<file path="src/rtl/core/crcfr_pkg.sv">
// ----------------------------------------------------------------------------
// crcfr_pkg
// Shared types, constants and the CRC-16 byte update for the frame receiver.
// ----------------------------------------------------------------------------
package crcfr_pkg;

  localparam int RX_BUF_BYTES_DEF = 64;
  // Bytes of the receive buffer taken by start, length, two CRC and end bytes.
  localparam int FRAME_OVERHEAD   = 5;

  localparam int LEN_W = 8;
  localparam int OUT_W = 6;

  localparam logic [7:0]  START_BYTE = 8'hAA;
  localparam logic [7:0]  END_BYTE   = 8'hDD;
  localparam logic [15:0] CRC_INIT   = 16'hFFFF;
  localparam logic [15:0] CRC_POLY   = 16'hA001;

  // Depth of the frame descriptor queue; a power of two.
  localparam int QUEUE_DEPTH = 2;
  localparam int QPTR_W      = $clog2(QUEUE_DEPTH);
  localparam int QCNT_W      = $clog2(QUEUE_DEPTH + 1);

  typedef enum logic [2:0] {
    PH_HUNT,
    PH_LEN,
    PH_DATA,
    PH_CRC_HI,
    PH_CRC_LO,
    PH_END
  } crcfr_phase_t;

  typedef enum logic [1:0] {
    B_IDLE,
    B_READ,
    B_LOAD
  } crcfr_bstate_t;

  // Payload buffer write from the front end.
  typedef struct packed {
    logic             wr_en;
    logic [LEN_W-1:0] wr_addr;
    logic [7:0]       wr_data;
  } crcfr_wr_t;

  // Verified frame descriptor: push side and head side.
  typedef struct packed {
    logic             valid;
    logic [LEN_W-1:0] length;
  } crcfr_desc_t;

  // Conditions that hold the front end.
  typedef struct packed {
    logic q_full;
    logic q_empty;
    logic back_busy;
  } crcfr_hold_t;

  function automatic logic [15:0] crc16_update(input logic [15:0] crc,
                                               input logic [7:0]  b);
    logic [15:0] c;
    c = crc ^ {8'h00, b};
    for (int k = 0; k < 8; k++) begin
      if (c[0]) begin
        c = (c >> 1) ^ CRC_POLY;
      end else begin
        c = c >> 1;
      end
    end
    return c;
  endfunction

endpackage

</file>
<file path="src/rtl/core/crcfr_front.sv">
// ----------------------------------------------------------------------------
// crcfr_front
// Frame parser: hunts for the start byte, checks length, runs the CRC,
// writes payload bytes to the buffer and queues verified frames.
// ----------------------------------------------------------------------------
module crcfr_front
  import crcfr_pkg::*;
#(
  parameter int RECEIVE_BUFFER_BYTES = RX_BUF_BYTES_DEF
) (
  input  logic        clk,
  input  logic        rst,
  input  logic        in_valid,
  output logic        in_stall,
  input  logic [7:0]  rx_byte,
  input  crcfr_hold_t hold,
  output crcfr_wr_t   wr,
  output crcfr_desc_t push
);

  localparam int MAX_PAYLOAD = RECEIVE_BUFFER_BYTES - FRAME_OVERHEAD;
  localparam logic [LEN_W-1:0] MAX_LEN = LEN_W'(MAX_PAYLOAD);

  crcfr_phase_t     phase, phase_next;
  logic [LEN_W-1:0] frame_length, frame_length_next;
  logic [LEN_W-1:0] bytes_taken, bytes_taken_next;
  logic [15:0]      running_crc, running_crc_next;
  logic [15:0]      received_crc, received_crc_next;
  logic [LEN_W-1:0] taken_inc;
  logic             accept;

  assign taken_inc = bytes_taken + LEN_W'(1);
  assign accept    = in_valid && !in_stall;

  always_ff @(posedge clk) begin
    if (rst) begin
      phase        <= PH_HUNT;
      frame_length <= '0;
      bytes_taken  <= '0;
      running_crc  <= CRC_INIT;
      received_crc <= '0;
    end else begin
      phase        <= phase_next;
      frame_length <= frame_length_next;
      bytes_taken  <= bytes_taken_next;
      running_crc  <= running_crc_next;
      received_crc <= received_crc_next;
    end
  end

  always_comb begin
    phase_next        = phase;
    frame_length_next = frame_length;
    bytes_taken_next  = bytes_taken;
    running_crc_next  = running_crc;
    received_crc_next = received_crc;
    wr                = '{wr_en: 1'b0, wr_addr: bytes_taken, wr_data: rx_byte};
    push              = '{valid: 1'b0, length: frame_length};

    // Hold data bytes while the buffer is still being drained, and the end
    // byte while there is no room to queue a descriptor.
    case (phase)
      PH_DATA: in_stall = !hold.q_empty || hold.back_busy;
      PH_END:  in_stall = hold.q_full;
      default: in_stall = 1'b0;
    endcase

    if (accept) begin
      case (phase)
        PH_HUNT: begin
          if (rx_byte == START_BYTE) begin
            running_crc_next = CRC_INIT;
            bytes_taken_next = '0;
            phase_next       = PH_LEN;
          end
        end
        PH_LEN: begin
          if (rx_byte > MAX_LEN) begin
            phase_next = PH_HUNT;
          end else begin
            frame_length_next = rx_byte;
            bytes_taken_next  = '0;
            phase_next        = (rx_byte == 8'd0) ? PH_CRC_HI : PH_DATA;
          end
        end
        PH_DATA: begin
          wr.wr_en         = 1'b1;
          running_crc_next = crc16_update(running_crc, rx_byte);
          bytes_taken_next = taken_inc;
          if (taken_inc >= frame_length) begin
            phase_next = PH_CRC_HI;
          end
        end
        PH_CRC_HI: begin
          received_crc_next = {rx_byte, 8'h00};
          phase_next        = PH_CRC_LO;
        end
        PH_CRC_LO: begin
          received_crc_next = {received_crc[15:8], rx_byte};
          phase_next        = PH_END;
        end
        PH_END: begin
          push.valid = (rx_byte == END_BYTE) && (received_crc == running_crc);
          phase_next = PH_HUNT;
        end
        default: begin
          phase_next = PH_HUNT;
        end
      endcase
    end
  end

endmodule

</file>
<file path="src/rtl/core/crcfr_queue.sv">
// ----------------------------------------------------------------------------
// crcfr_queue
// Short FIFO of verified frame descriptors between front and back end.
// ----------------------------------------------------------------------------
module crcfr_queue
  import crcfr_pkg::*;
(
  input  logic        clk,
  input  logic        rst,
  input  crcfr_desc_t push,
  input  logic        pop,
  output crcfr_desc_t head,
  output logic        full
);

  logic [LEN_W-1:0]  entries [QUEUE_DEPTH];
  logic [QPTR_W-1:0] wr_ptr;
  logic [QPTR_W-1:0] rd_ptr;
  logic [QCNT_W-1:0] count;
  logic              do_push;
  logic              do_pop;

  assign full    = (count == QCNT_W'(QUEUE_DEPTH));
  assign do_push = push.valid && !full;
  assign do_pop  = pop && (count != '0);
  assign head    = '{valid: (count != '0), length: entries[rd_ptr]};

  always_ff @(posedge clk) begin
    if (do_push) begin
      entries[wr_ptr] <= push.length;
    end
  end

  always_ff @(posedge clk) begin
    if (rst) begin
      wr_ptr <= '0;
      rd_ptr <= '0;
      count  <= '0;
    end else begin
      if (do_push) begin
        wr_ptr <= wr_ptr + QPTR_W'(1);
      end
      if (do_pop) begin
        rd_ptr <= rd_ptr + QPTR_W'(1);
      end
      case ({do_push, do_pop})
        2'b10:   count <= count + QCNT_W'(1);
        2'b01:   count <= count - QCNT_W'(1);
        default: count <= count;
      endcase
    end
  end

`ifndef SYNTHESIS
  a_no_push_full: assert property (@(posedge clk) disable iff (rst)
    push.valid |-> !full)
    else $error("descriptor pushed into a full queue");

  a_no_pop_empty: assert property (@(posedge clk) disable iff (rst)
    pop |-> head.valid)
    else $error("descriptor popped from an empty queue");

  a_count_step: assert property (@(posedge clk) disable iff (rst)
    (count == '0) && !do_push |=> (count == '0))
    else $error("queue count moved without a push");
`endif

endmodule

</file>
<file path="src/rtl/core/crcfr_back.sv">
// ----------------------------------------------------------------------------
// crcfr_back
// Payload buffer and emitter: replays a verified frame from the buffer
// one byte at a time into the output register.
// ----------------------------------------------------------------------------
module crcfr_back
  import crcfr_pkg::*;
#(
  parameter int RECEIVE_BUFFER_BYTES = RX_BUF_BYTES_DEF
) (
  input  logic              clk,
  input  logic              rst,
  input  crcfr_wr_t         wr,
  input  crcfr_desc_t       head,
  output logic              pop,
  output logic              busy,
  output logic              out_valid,
  input  logic              out_stall,
  output logic [7:0]        payload_byte,
  output logic [OUT_W-1:0]  payload_index,
  output logic [OUT_W-1:0]  payload_length,
  output logic              empty_frame,
  output logic              last
);

  localparam int MAX_PAYLOAD = RECEIVE_BUFFER_BYTES - FRAME_OVERHEAD;
  localparam int AW          = (MAX_PAYLOAD > 1) ? $clog2(MAX_PAYLOAD) : 1;

  logic [7:0]       store [MAX_PAYLOAD];
  logic [7:0]       rd_data;
  logic             rd_en;

  crcfr_bstate_t    state, state_next;
  logic [LEN_W-1:0] idx, idx_next;
  logic [LEN_W-1:0] len, len_next;
  logic [LEN_W-1:0] idx_inc;
  logic             out_free;
  logic             load_byte;
  logic             load_empty;
  logic             is_last;

  assign idx_inc  = idx + LEN_W'(1);
  assign is_last  = (idx_inc == len);
  assign out_free = !out_valid || !out_stall;
  assign busy     = (state != B_IDLE);

  always_ff @(posedge clk) begin
    if (wr.wr_en) begin
      store[wr.wr_addr[AW-1:0]] <= wr.wr_data;
    end
  end

  always_ff @(posedge clk) begin
    if (rd_en) begin
      rd_data <= store[idx[AW-1:0]];
    end
  end

  always_ff @(posedge clk) begin
    if (rst) begin
      state <= B_IDLE;
      idx   <= '0;
      len   <= '0;
    end else begin
      state <= state_next;
      idx   <= idx_next;
      len   <= len_next;
    end
  end

  always_comb begin
    state_next = state;
    idx_next   = idx;
    len_next   = len;
    pop        = 1'b0;
    rd_en      = 1'b0;
    load_byte  = 1'b0;
    load_empty = 1'b0;
    case (state)
      B_IDLE: begin
        if (head.valid) begin
          if (head.length == '0) begin
            if (out_free) begin
              pop        = 1'b1;
              load_empty = 1'b1;
            end
          end else begin
            pop        = 1'b1;
            len_next   = head.length;
            idx_next   = '0;
            state_next = B_READ;
          end
        end
      end
      B_READ: begin
        rd_en      = 1'b1;
        state_next = B_LOAD;
      end
      B_LOAD: begin
        if (out_free) begin
          load_byte = 1'b1;
          idx_next  = idx_inc;
          state_next = is_last ? B_IDLE : B_READ;
        end
      end
      default: begin
        state_next = B_IDLE;
      end
    endcase
  end

  always_ff @(posedge clk) begin
    if (rst) begin
      out_valid <= 1'b0;
    end else if (load_byte || load_empty) begin
      out_valid <= 1'b1;
    end else if (!out_stall) begin
      out_valid <= 1'b0;
    end
  end

  always_ff @(posedge clk) begin
    if (load_byte) begin
      payload_byte   <= rd_data;
      payload_index  <= idx[OUT_W-1:0];
      payload_length <= len[OUT_W-1:0];
      empty_frame    <= 1'b0;
      last           <= is_last;
    end else if (load_empty) begin
      payload_byte   <= '0;
      payload_index  <= '0;
      payload_length <= '0;
      empty_frame    <= 1'b1;
      last           <= 1'b1;
    end
  end

`ifndef SYNTHESIS
  a_read_before_load: assert property (@(posedge clk) disable iff (rst)
    (state == B_LOAD) |-> ($past(state) == B_READ || $past(state) == B_LOAD))
    else $error("byte loaded without a buffer read");

  a_idx_in_frame: assert property (@(posedge clk) disable iff (rst)
    (state != B_IDLE) |-> (idx < len))
    else $error("replay index ran past the frame length");

  a_empty_is_last: assert property (@(posedge clk) disable iff (rst)
    out_valid && empty_frame |-> last)
    else $error("empty frame result without last mark");
`endif

endmodule

</file>
<file path="src/rtl/core/crc16_frame_receiver.sv">
// ----------------------------------------------------------------------------
// crc16_frame_receiver
// Framed serial receiver with CRC-16 Modbus check and payload replay.
// ----------------------------------------------------------------------------
// Usage:
//   Input channel: one received byte per request on rx_byte (in_valid /
//   in_stall). Frames are 0xAA, length, payload, CRC high, CRC low, 0xDD.
//   Output channel: one request per payload byte of a verified frame with
//   index, length and a last mark; a zero-length frame gives a single
//   request flagged empty_frame (out_valid / out_stall).
//   The front end takes one byte per cycle unless it holds in_stall, and updates the CRC in that cycle.
//   Frames with a bad CRC, bad end byte or oversized length are dropped.
//   The first result passes the descriptor queue, the registered buffer read
//   and the output register load after the end byte is taken; an empty frame
//   goes from the queue straight to the output register. Each further byte
//   takes another buffer read followed by an output register load. Payload
//   bytes of the next frame are held (in_stall) until the previous frame has
//   drained; header, CRC and stray bytes keep flowing. Up to two verified
//   frames can wait in the descriptor queue.
//   Reset: rst (synchronous) returns to hunting, empties the queue and clears
//   out_valid. Buffer contents are not cleared.
//   Receiver stall: out_stall holds the output register; replay pauses and,
//   once the queue fills, the end byte of a later frame is held too.
// ----------------------------------------------------------------------------
module crc16_frame_receiver
  import crcfr_pkg::*;
#(
  parameter int RECEIVE_BUFFER_BYTES = RX_BUF_BYTES_DEF
) (
  input  logic             clk,
  input  logic             rst,
  input  logic             in_valid,
  output logic             in_stall,
  input  logic [7:0]       rx_byte,
  output logic             out_valid,
  input  logic             out_stall,
  output logic [7:0]       payload_byte,
  output logic [OUT_W-1:0] payload_index,
  output logic [OUT_W-1:0] payload_length,
  output logic             empty_frame,
  output logic             last
);

  crcfr_wr_t   wr;
  crcfr_desc_t push;
  crcfr_desc_t head;
  crcfr_hold_t hold;
  logic        pop;
  logic        q_full;
  logic        back_busy;

  // Front end holds data bytes while the buffer is in use downstream.
  assign hold = '{q_full: q_full, q_empty: !head.valid, back_busy: back_busy};

  crcfr_front #(
    .RECEIVE_BUFFER_BYTES(RECEIVE_BUFFER_BYTES)
  ) u_front (
    .clk      (clk),
    .rst      (rst),
    .in_valid (in_valid),
    .in_stall (in_stall),
    .rx_byte  (rx_byte),
    .hold     (hold),
    .wr       (wr),
    .push     (push)
  );

  crcfr_queue u_queue (
    .clk  (clk),
    .rst  (rst),
    .push (push),
    .pop  (pop),
    .head (head),
    .full (q_full)
  );

  crcfr_back #(
    .RECEIVE_BUFFER_BYTES(RECEIVE_BUFFER_BYTES)
  ) u_back (
    .clk            (clk),
    .rst            (rst),
    .wr             (wr),
    .head           (head),
    .pop            (pop),
    .busy           (back_busy),
    .out_valid      (out_valid),
    .out_stall      (out_stall),
    .payload_byte   (payload_byte),
    .payload_index  (payload_index),
    .payload_length (payload_length),
    .empty_frame    (empty_frame),
    .last           (last)
  );

`ifndef SYNTHESIS
  a_no_overwrite: assert property (@(posedge clk) disable iff (rst)
    wr.wr_en |-> (!back_busy && !head.valid))
    else $error("buffer written while a frame is still being replayed");

  a_push_has_room: assert property (@(posedge clk) disable iff (rst)
    push.valid |-> !q_full)
    else $error("verified frame pushed with no queue room");

  a_pop_when_idle: assert property (@(posedge clk) disable iff (rst)
    pop |-> !back_busy)
    else $error("descriptor taken while replay is busy");
`endif

endmodule

</file>
<file path="config.mk">
export PLATFORM = sky130hd
export DESIGN_NAME = crc16_frame_receiver
export DESIGN_NICKNAME = d
export VERILOG_FILES = /design/src/rtl/core/crcfr_pkg.sv /design/src/rtl/core/crcfr_front.sv /design/src/rtl/core/crcfr_queue.sv /design/src/rtl/core/crcfr_back.sv /design/src/rtl/core/crc16_frame_receiver.sv
export SDC_FILE = /design/constraint.sdc
export NUM_CORES = 1
export LEC_CHECK = 0
export ABC_AREA = 1
export BUFFER_PORTS_ARGS = -buffer_cell sky130_fd_sc_hd__buf_2
export CAP_MARGIN = 10
export CELL_PAD_IN_SITES_DETAIL_PLACEMENT = 0
export CELL_PAD_IN_SITES_GLOBAL_PLACEMENT = 1
export CORE_MARGIN = 5
export CORE_UTILIZATION = 55
export DETAILED_ROUTE_END_ITERATION = 10
export PLACE_DENSITY = 0.81
export SLEW_MARGIN = 20
export SYNTH_ARGS = -nofsm -noshare
export SYNTH_HDL_FRONTEND = slang
export SYNTH_SLANG_ARGS = --single-unit
</file>
<file path="constraint.sdc">
create_clock -name clk -period 6.4 [get_ports clk]
set_input_delay 1.92 -clock clk [delete_from_list [all_inputs] [get_ports clk]]
set_output_delay 1.92 -clock clk [all_outputs]
set_load 0.05 [all_outputs]
</file>
### Yosys cells after proc, flatten, opt, wreduce, memory -nomap -nowiden

Memory sizes are Yosys's and may differ from the RTL's. A register that Yosys moved wholly into a read port is not among the register bits.
Cells that the tools add are included.

* add/sub/neg operators: 6
* multiply operators: 0
* divide/modulo/power cells: 0
* order comparisons: 2
* equal/unequal tests: 21
* shift-type cells: 0
* muxes and demuxes: 72
* bitwise operators: 12
* reduce and logical (&&, ||, !) cells: 32

Operators by type and width (number)
* 16-bit two-way mux: 23
* 16-bit one-hot mux with 2 select lines: 2
* 8-bit two-way mux: 7
* 1-bit two-way mux: 25
* 2-bit inverter with 3-bit output: 8
* 8-bit one-hot mux with 3 select lines: 1
* 6-bit two-way mux: 3
* 3-bit AND reduction: 6
* 8-bit by 1-bit adder with 8-bit output, second input constant: 2
* 16-bit equality test: 1
* 8-bit equality test, second input constant: 2
* 8-bit zero test: 2
* 8-bit one-hot mux with 2 select lines: 1
* 16-bit by 8-bit XOR with 16-bit output: 1
* 3-bit one-hot mux with 5 select lines: 1
* 2-bit nonzero test: 7
* 3-bit two-way mux: 3
* 8-bit equality test: 1
* 8-bit >= comparator: 1
* 8-bit by 6-bit greater-than comparator with 1-bit output, second input constant: 1
* 2-bit by 1-bit inequality test with 1-bit output, second input constant: 4
* 4-bit AND reduction: 2
* 2-bit equality test, second input constant: 3
* 3-bit by 2-bit equality test with 1-bit output, second input constant: 2
* 19 further kinds: 36

* register bits after elaboration: 96
* bits in latches: 0
* RAM bits: 488
* memory bits (read-only): 0
* input port bits: 12
* output and inout port bits: 24
* word-level logic and storage cells: 165
* memories kept: 2

Memory list
* u_back.store: words 59, width 8, read ports 1, clocked after Yosys merged registers in 1, wr ports 1, line crcfr_back.sv:29 `logic [7:0] store [MAX_PAYLOAD];`
* u_queue.entries: words 2, width 8, read ports 1, clocked after Yosys merged registers in 1, wr ports 1, line crcfr_queue.sv:16 `logic [LEN_W-1:0] entries [QUEUE_DEPTH];`

### Longest topological paths before layout

Gate-level depths: netlist of the first run.

* word-level depth: 33
* gate-level depth with buffers: 18
* mapped depth without buffers: 17

### Modules after synthesis

A second synthesis of the first run with hierarchy kept.

* cells, all modules: 2398
* area, all modules: 25227.9 um^2

Modules (own cells, without submodules)
* crcfr_back: times used 1, cells each 1909, area each 21418.0 um^2, sequential area each 15444.8 um^2
* crcfr_front: times used 1, cells each 423, area each 2947.8 um^2, sequential area each 1021.0 um^2
* crcfr_queue: times used 1, cells each 65, area each 858.3 um^2, sequential area each 580.6 um^2
* crc16_frame_receiver: times used 1, cells each 1, area each 3.8 um^2, sequential area each 0.0 um^2

### Worst setup path before layout of the first run

Ideal clock, no wire load.

* path type: input-to-reg
* start: in out_stall
* end: reg u_back.last, enable pin
* library setup time: 0.430 ns
* arrival: 3.696 ns
* required time: 5.970 ns
* slack: 2.274 ns
* stages: 3
* path buffers: 0
* cells stage by stage: nand2_1 nand2_1 o21ai_0

* longest elaborated chain between the ends: 7
* elaborated cells between the ends (all ways): 8
* those cells by class: mux: 5; reduce/logical: 3

Ends and longest elaborated chain
* start: declaration: line crc16_frame_receiver.sv:36 `input logic out_stall,`
* 1-bit zero test *: line crcfr_back.sv:44 `assign out_free = !out_valid || !out_stall;`
* 1-bit logical OR *: line crcfr_back.sv:44
* 1-bit two-way mux *: line crcfr_back.sv:83, crcfr_back.sv:100
* 1-bit two-way mux: line crcfr_back.sv:82 `if (head.length == '0) begin`
* 1-bit two-way mux: line crcfr_back.sv:81 `if (head.valid) begin`
* 1-bit two-way mux: line crcfr_back.sv:79 `case (state)`
* 2-bit nonzero test (no line) *
* end signal: assignment: line crcfr_back.sv:128 `last <= is_last;`
* end: declaration: line crcfr_back.sv:23 `output logic last`

Every way passes the cells marked *; elsewhere a longest branch is shown, timed or not.
A chain may end at the register's enable or synchronous reset.

### Final worst setup path of the first run

* start: reg u_front.phase[0]
* end: out in_stall

* longest elaborated chain between the ends: 2
* elaborated cells between the ends (all ways): 3
* those cells by class: eq/ne: 2; mux: 1

Ends and longest elaborated chain
* start: declaration: line crcfr_front.sv:24 `crcfr_phase_t phase, phase_next;`
* start signal: assignment: line crcfr_front.sv:43 `phase <= phase_next;`
* 3-bit equality test / 3-bit by 2-bit equality test with 1-bit output (equally long branches): line crcfr_front.sv:62 `case (phase)`
* 1-bit one-hot mux with 2 select lines *: line crcfr_front.sv:62
* end: declaration: line crc16_frame_receiver.sv:33 `output logic in_stall,`

Marked as above.

==> impl_results.md, run 1 <==
* Status: complete, no violations
* Hold Crit Class: reg -> reg
* Share of cells above drive strength 1 at 0.0787
* Synth-to-Final Area Change at 9.82%
* Ys flop type: edfxtp_1
* CTS tree: built
* Count of cell types in the netlist at 46
* CTS H-Tree Depth at 2
* Largest net degree at the start of global routing at 133
* First-iteration detailed-routing DRC count at 1567
* CP Max Fanout at 18
* Vias in the first global route at 15589
* Highest metal layer with signal wires: met4
* Synth warnings at 0
* Final WL at 60.5 mm
* Net switching power at 2770 uW
* Final setup viols at 0
* Routed Antenna Nets at 0
* Synthesized flop and latch total at 593
* Synth Area in Simple Gates at 0.116
* Post-layout nets at 2150
* Max Slew Vio Count at 0
* Worst-margin pin slew at 1.13 ns
* Mapped Cells at 2134
* Comb pwr share at 0.177
* Maximum vdd ir drop at 0.311 mV
* Initial core utilization at 0.554
* Congestion Overflow GR at 0
* Critical path launch point: u_front.phase[0]
* Avg Cell Area, Syn at 11.5 sq um
* Routed vias/inst at 5.93
* Seq pwr share at 0.474
* Post-route cell area at 26800 sq um
* Pleak at 0.00910 uW
* Die Wd at 221 microns
* Synth area leader: edfxtp_1
* Async SR Flop Fraction at 0
* Initial antenna violation count at 2
* # rows at 77
* Routed wl met2 at 28.8 mm
* IO Count at 36
* FF+latch area at 17100 sq um
* Core area at 44100 sq um
* Switch share at 0.296
* Worst skew pair latency at 0.62 ns
* Area of the mapped netlist at 24400 sq um
* Worst flop-to-flop path startpoint: u_queue.count[0]
* Total global routing track utilization at 0.249
* Detailed Routing Iterations Pass 1 at 5
* Filler cell count at 3524
* Final hold violation count at 0
* Routed wl met3 at 3.96 mm
* HPWL after detailed placement at 36.6 mm
* Drt wl/cell at 21.9 microns
* First-pass GRT wire length at 92.5 mm
* RSZ-0062 raised after global routing: no
* Fmax at 252 MHz
* Mux share of post-synthesis cell area at 0
* Cell Pwr Density at 349 nW/um^2
* Data required, critical path at 4.48 ns
* Reg clk slew, reported paths at 0.06 ns
* Synth Area in Compound Gates at 0.135
* Met1 wire length at 26.1 mm
* Internal power at 6610 uW
* Post-synth EDFFs at 517
* Most numerous cell in the Yosys netlist: edfxtp_1
* DRC Markers at 0
* Rel. slew slack at 0.238
* Dpl cell area at 25000 sq um
* Largest family of logic cells by synthesized area: compound AO/OA/AOI/OAI gates
* CP Capture Type: primary output
* Die height at 221 microns
* Synth Area in Adders at 0.00563
* WP data arrival at 2.04 ns
* Sink Count at 593
* CTS Hold Bufs at 0
* Max Cap Violations at 0
* Top cells by count, synth: edfxtp_1 (517), nor2_1 (403), o21ai_0 (324), nand2_1 (189), o22ai_1 (129)
* Post-CTS Setup Repair Bufs at 0
* Fin crit period at 3.96 ns
* Crit share post-route at 0.619
* Via count at 16407
* Clock power frac at 0.349
* Sequential fraction of the synthesis area at 0.698
* Setup TNS at 0 ns
* CTS Buf Count at 57
* CP startpoint kind: flop
* Critical path type: reg -> out
* Max Clock Skew at 0.0197 ns
* Multi-input logic area at 6440 sq um
* Port Buffer Count at 35
* Synthesized net count at 2157
* Area contributors post-synth: edfxtp_1 (64%), o21ai_0 (6.6%), dfxtp_1 (6.2%), nor2_1 (6.2%), o22ai_1 (3.3%)
* Die area at 48700 sq um
* Synth top area share at 0.635
* Routability Congestion at 0.854
* Deepest clock path buffer count at 3
* Cts repair resizes at 0
* Post-synthesis xor/xnor area fraction at 0.00681
* Hold Path Origin: u_queue.rd_ptr
* Clock root buffer: clkbuf_16
-- flip-flops by register name, summed over array words and instances (netlist names), 2 cells and up, named ones only --
register,flops
u_back.rd_data,8
u_front.received_crc,16
u_front.frame_length,8
u_front.phase,3
u_back.store,472
u_queue.entries,16
u_back.payload_length,6
u_front.bytes_taken,8
u_queue.count,2
u_back.len,8
u_back.state,2
u_back.payload_index,6
u_back.idx,8
u_back.payload_byte,8
u_front.running_crc,16
-- worst paths after layout --
check | end | slack, ns | depth (start not counted)
worst min-delay path | flop | 0.46 | 1
worst max register to register | u_back.store[33][5] | 3.09 | 9
worst max-delay path | in_stall | 2.44 | 6
worst min register to register | flop | 0.46 | 1
-- worst max-delay path, cell delays in order (launching register included) --
cell	delay [ns]
dfxtp_1	0.37
nor2_2	0.24
inv_2	0.09
nor2_8	0.29
nand2_4	0.10
nand2_1	0.08
buf_2	0.25
-- placed cells by master, fill, tap and decap left out, drive strengths merged, types with 3 or more instances in the layout --
| master | instances |
|---|---|
| nand3 | 62 |
| buf | 58 |
| nor2 | 410 |
| or2 | 4 |
| a21oi | 81 |
| o311ai | 3 |
| nand4 | 9 |
| ha | 11 |
| nor3 | 9 |
| nand2 | 192 |
| edfxtp | 517 |
| o21ai | 335 |
| clkinv | 28 |
| nor4 | 7 |
| clkbuf | 72 |
| bufinv | 3 |
| o211ai | 19 |
| o221ai | 17 |
| dfxtp | 76 |
| o22ai | 129 |
| inv | 98 |
| xor2 | 10 |
| xnor2 | 9 |
-- power by group through the flow --
stage	combinational [uW]	sequential, uW	clock, uW
5_1_grt	1830	4460	3490
6_report	1660	4450	3270
4_1_cts	1660	4450	3310
2_1_floorplan	1060	4590	0
3_5_place_dp	1650	4530	0
3_3_place_gp	1640	4520	0
-- cells by family after synthesis --
kind of cell               Yosys count
adders and majority gates           11
and+or+nand+nor                    694
AOI/OAI and AO/OA                  594
buffers and inverters              223
DFF                                593
xor gates and xnor gates            19
-- final cells by class --
cell class	count	area share
Clock buffer	72	0.0580
Timing Repair Buffer	58	0.0144
Tap cell	592	0.0276
Inverter	99	0.0143
Clock inverter	32	0.00984
Antenna cell	2	0.000187
Sequential cell	593	0.636
Multi-Input combinational cell	1318	0.240
-- per-layer routing --
metal / vias up / GRT usage
li1: 7694 / -
met1: 8078 / 0.359
met2: 551 / 0.399
met3: 84 / 0.0374
met4: 0 / 0.0773
met5: - / 0
-- stage by stage --
step | util | cells | total power, uW | hold WS, ns | setup WS, ns
detailed placement | 0.567 | 2660 | 6180 | 0.450 | 1.98
global route | 0.608 | 2765 | 9770 | 0.500 | 2.32
CTS | 0.608 | 2764 | 9410 | 0.461 | 2.40
floorplan | - | 2134 | 5650 | 0.426 | 2.27
finish | 0.608 | 2766 | 9380 | 0.465 | 2.44
global placement | 0.567 | 2660 | 6160 | 0.442 | 2.09
Note: power is estimated with default switching activity, not from simulation.
==> run 2: changes to the inputs <==
CORE_UTILIZATION = 51   (was 55)
PLACE_DENSITY = 0.76   (was 0.81)
clock period = 3.9 ns   (was 6.4 ns; I/O delays follow)
==> run 2 against run 1 <==
Effect of this change:
- wire length increased by 5.3%
- global-route usage decreased by 0.98 points
- power is 64% higher
- via count increased by 1.9%
- combinational power rose by 69%
- design area rose by 1.8%
- first-iteration DRC count rose by 12%
- critical path depth did not move
- cell count up 3.1%
- largest power group unchanged
==> impl_results.md, run 2 (same netlist as run 1, synthesis figures left out) <==
* Cts repair resizes at 0 (unchanged)
* Routed vias/inst at 5.86 (-1.2%)
* Rel. slew slack at 0.355 (+0.117)
* Synth-to-Final Area Change at 11.8%
* Maximum vdd ir drop at 0.354 mV (+14%)
* Share of cells above drive strength 1 at 0.101 (+0.0223)
* Setup TNS at 0 ns (unchanged)
* Seq pwr share at 0.471 (-0.003)
* Final hold violation count at 0 (unchanged)
* Max Slew Vio Count at 0 (unchanged)
* Max reg flops at 472 (unchanged)
* Post-layout nets at 2214 (+3.0%)
* FF+latch area at 17100 sq um (unchanged)
* Die Wd at 229 microns (+3.7%)
* Largest net degree at the start of global routing at 147 (+11%)
* Most common cell after layout, fill and taps aside: edfxtp_1
* Internal power at 10900 uW (+65%)
* Final WL at 63.7 mm (+5.3%)
* Worst flop-to-flop path startpoint: u_queue.count[0]
* Net switching power at 4530 uW (+63%)
* Multi-input logic area at 6440 sq um (unchanged)
* Status: complete, no violations
* CP Capture Type: primary output
* Hold Path Origin: u_queue.rd_ptr
* Port Buffer Count at 35 (unchanged)
* Congestion Overflow GR at 0 (unchanged)
* WP data arrival at 2.05 ns (about the same)
* Cell Pwr Density at 565 nW/um^2 (+62%)
* Via count at 16712 (+1.9%)
* Vias in the first global route at 16181 (+3.8%)
* Total global routing track utilization at 0.239 (-0.00980)
* Clock power frac at 0.347 (-0.002)
* Final setup viols at 0 (unchanged)
* Clock root buffer: clkbuf_16
* Commonest cells after routing, fill and taps aside: edfxtp_1 (517), nor2_1 (403), o21ai_0 (323), nand2_1 (189), o22ai_1 (129)
* CTS Buf Count at 58 (+1.8%)
* CTS H-Tree Depth at 2 (unchanged)
* Hold Crit Class: reg -> reg
* Critical path launch point: u_front.phase[0]
* # rows at 80 (+3.9%)
* Crit share post-route at 0.826
* First-pass GRT wire length at 97.5 mm (+5.4%)
* # diodes at 0 (-2)
* CP startpoint kind: flop
* Detailed Routing Iterations Pass 1 at 7 (+2)
* CTS tree: built
* IO Count at 36 (unchanged)
* Critical path type: reg -> out
* CP Max Fanout at 18 (unchanged)
* Drt wl/cell at 22.3 microns (+2.2%)
* Routability Congestion at 0.889 (+4.0%)
* Fmax at 310 MHz
* Comb pwr share at 0.182 (+0.005)
* Hold_ws at 0.459 ns (-0.00580 ns)
* Core area at 47500 sq um (+7.8%)
* HPWL after detailed placement at 39.9 mm (+9.2%)
* DRC Markers at 0 (unchanged)
* Worst-margin pin slew at 0.964 ns (-0.165 ns)
* Max Cap Violations at 0 (unchanged)
* Die area at 52400 sq um (+7.5%)
* First-iteration detailed-routing DRC count at 1749 (+12%)
* Routed Antenna Nets at 0 (unchanged)
* Sink Count at 593 (unchanged)
* Pleak at 0.00940 uW (+3.3%)
* Post-CTS Setup Repair Bufs at 0 (unchanged)
* Max Clock Skew at 0.0186 ns (-0.00111 ns)
* Filler cell count at 3894 (+10%)
* Initial antenna violation count at 2 (unchanged)
* Initial core utilization at 0.514 (-0.0398)
* Worst skew pair latency at 0.62 ns (about the same)
* RSZ-0062 raised after global routing: no
* Data required, critical path at 2.73 ns (-1.75 ns)
* Post-layout util at 0.575 (-0.0335)
* Fin crit period at 3.22 ns
* Die height at 229 microns (+3.7%)
* CTS Hold Bufs at 0 (unchanged)
* Switch share at 0.294 (-0.00177)
* Reg clk slew, reported paths at 0.06 ns (about the same)
* Deepest clock path buffer count at 3 (unchanged)
[run 2: cell count changes in the layout (fill, tap and decap cells not counted)]
| cell | change |
|---|---|
| inv_6 | -1 |
| clkbuf_2 | -2 |
| inv_16 | -1 |
| clkbuf_1 | +9 |
| buf_4 | +63 |
| clkinv_2 | -1 |
| diode_2 | -2 |
| clkbuf_8 | -4 |
| clkinv_8 | +1 |
| bufinv_16 | +1 |
| clkinv_4 | -2 |
| clkbuf_16 | +1 |
[run 2: layer usage]
layer  share of wire  up-vias  global-route usage
met4           0.038        2              0.0883
met2            0.47      592               0.381
met3           0.063      129              0.0373
met5         0.00011        -                   0
li1                -     7807                   -
met1            0.43     8182               0.338
[run 2: worst max-delay path, stage by stage, from the launching register on]
cell and delay (ns):
dfxtp_1 0.37, nor2_2 0.26, inv_2 0.10, nor2_8 0.27, nand2_4 0.09, nand2_1 0.08
buf_2 0.25
[run 2: power groups by stage]
stage / Combinational [uW] / Sequential [uW] / Clock, uW
6_report: 2800 / 7260 / 5360
5_1_grt: 3080 / 7280 / 5730
4_1_cts: 2790 / 7260 / 5460
3_5_place_dp: 2780 / 7400 / 0
3_3_place_gp: 2760 / 7400 / 0
2_1_floorplan: 1730 / 7530 / 0
[run 2: final timing paths]
check / to / slack, ns / cells past startpoint
worst min-delay path: flop / 0.46 / 1
worst min register to register: flop / 0.46 / 1
worst max register to register: u_back.store[37][7] / 0.96 / 9
worst max-delay path: in_stall / 0.68 / 6
[run 2: layout make-up]
type / instances / area share
multi-input cells: 1318 / 0.236
clock buffers: 76 / 0.0567
clock inverters: 29 / 0.00948
flip-flops and latches: 593 / 0.624
inverters: 99 / 0.0141
repair buffers: 121 / 0.0314
well taps: 615 / 0.0282
[run 2: per-stage QoR]
step / instances / cell area, sq um / power [uW] / setup WS [ns]
after floorplan: 2134 / 24400 / 9270 / 0.524
after global placement: 2746 / 25500 / 10200 / 0.620
after CTS: 2851 / 27300 / 15500 / 0.614
after detailed placement: 2746 / 25500 / 10200 / 0.544
after global routing: 2851 / 27300 / 16100 / 0.557
final: 2851 / 27300 / 15400 / 0.677
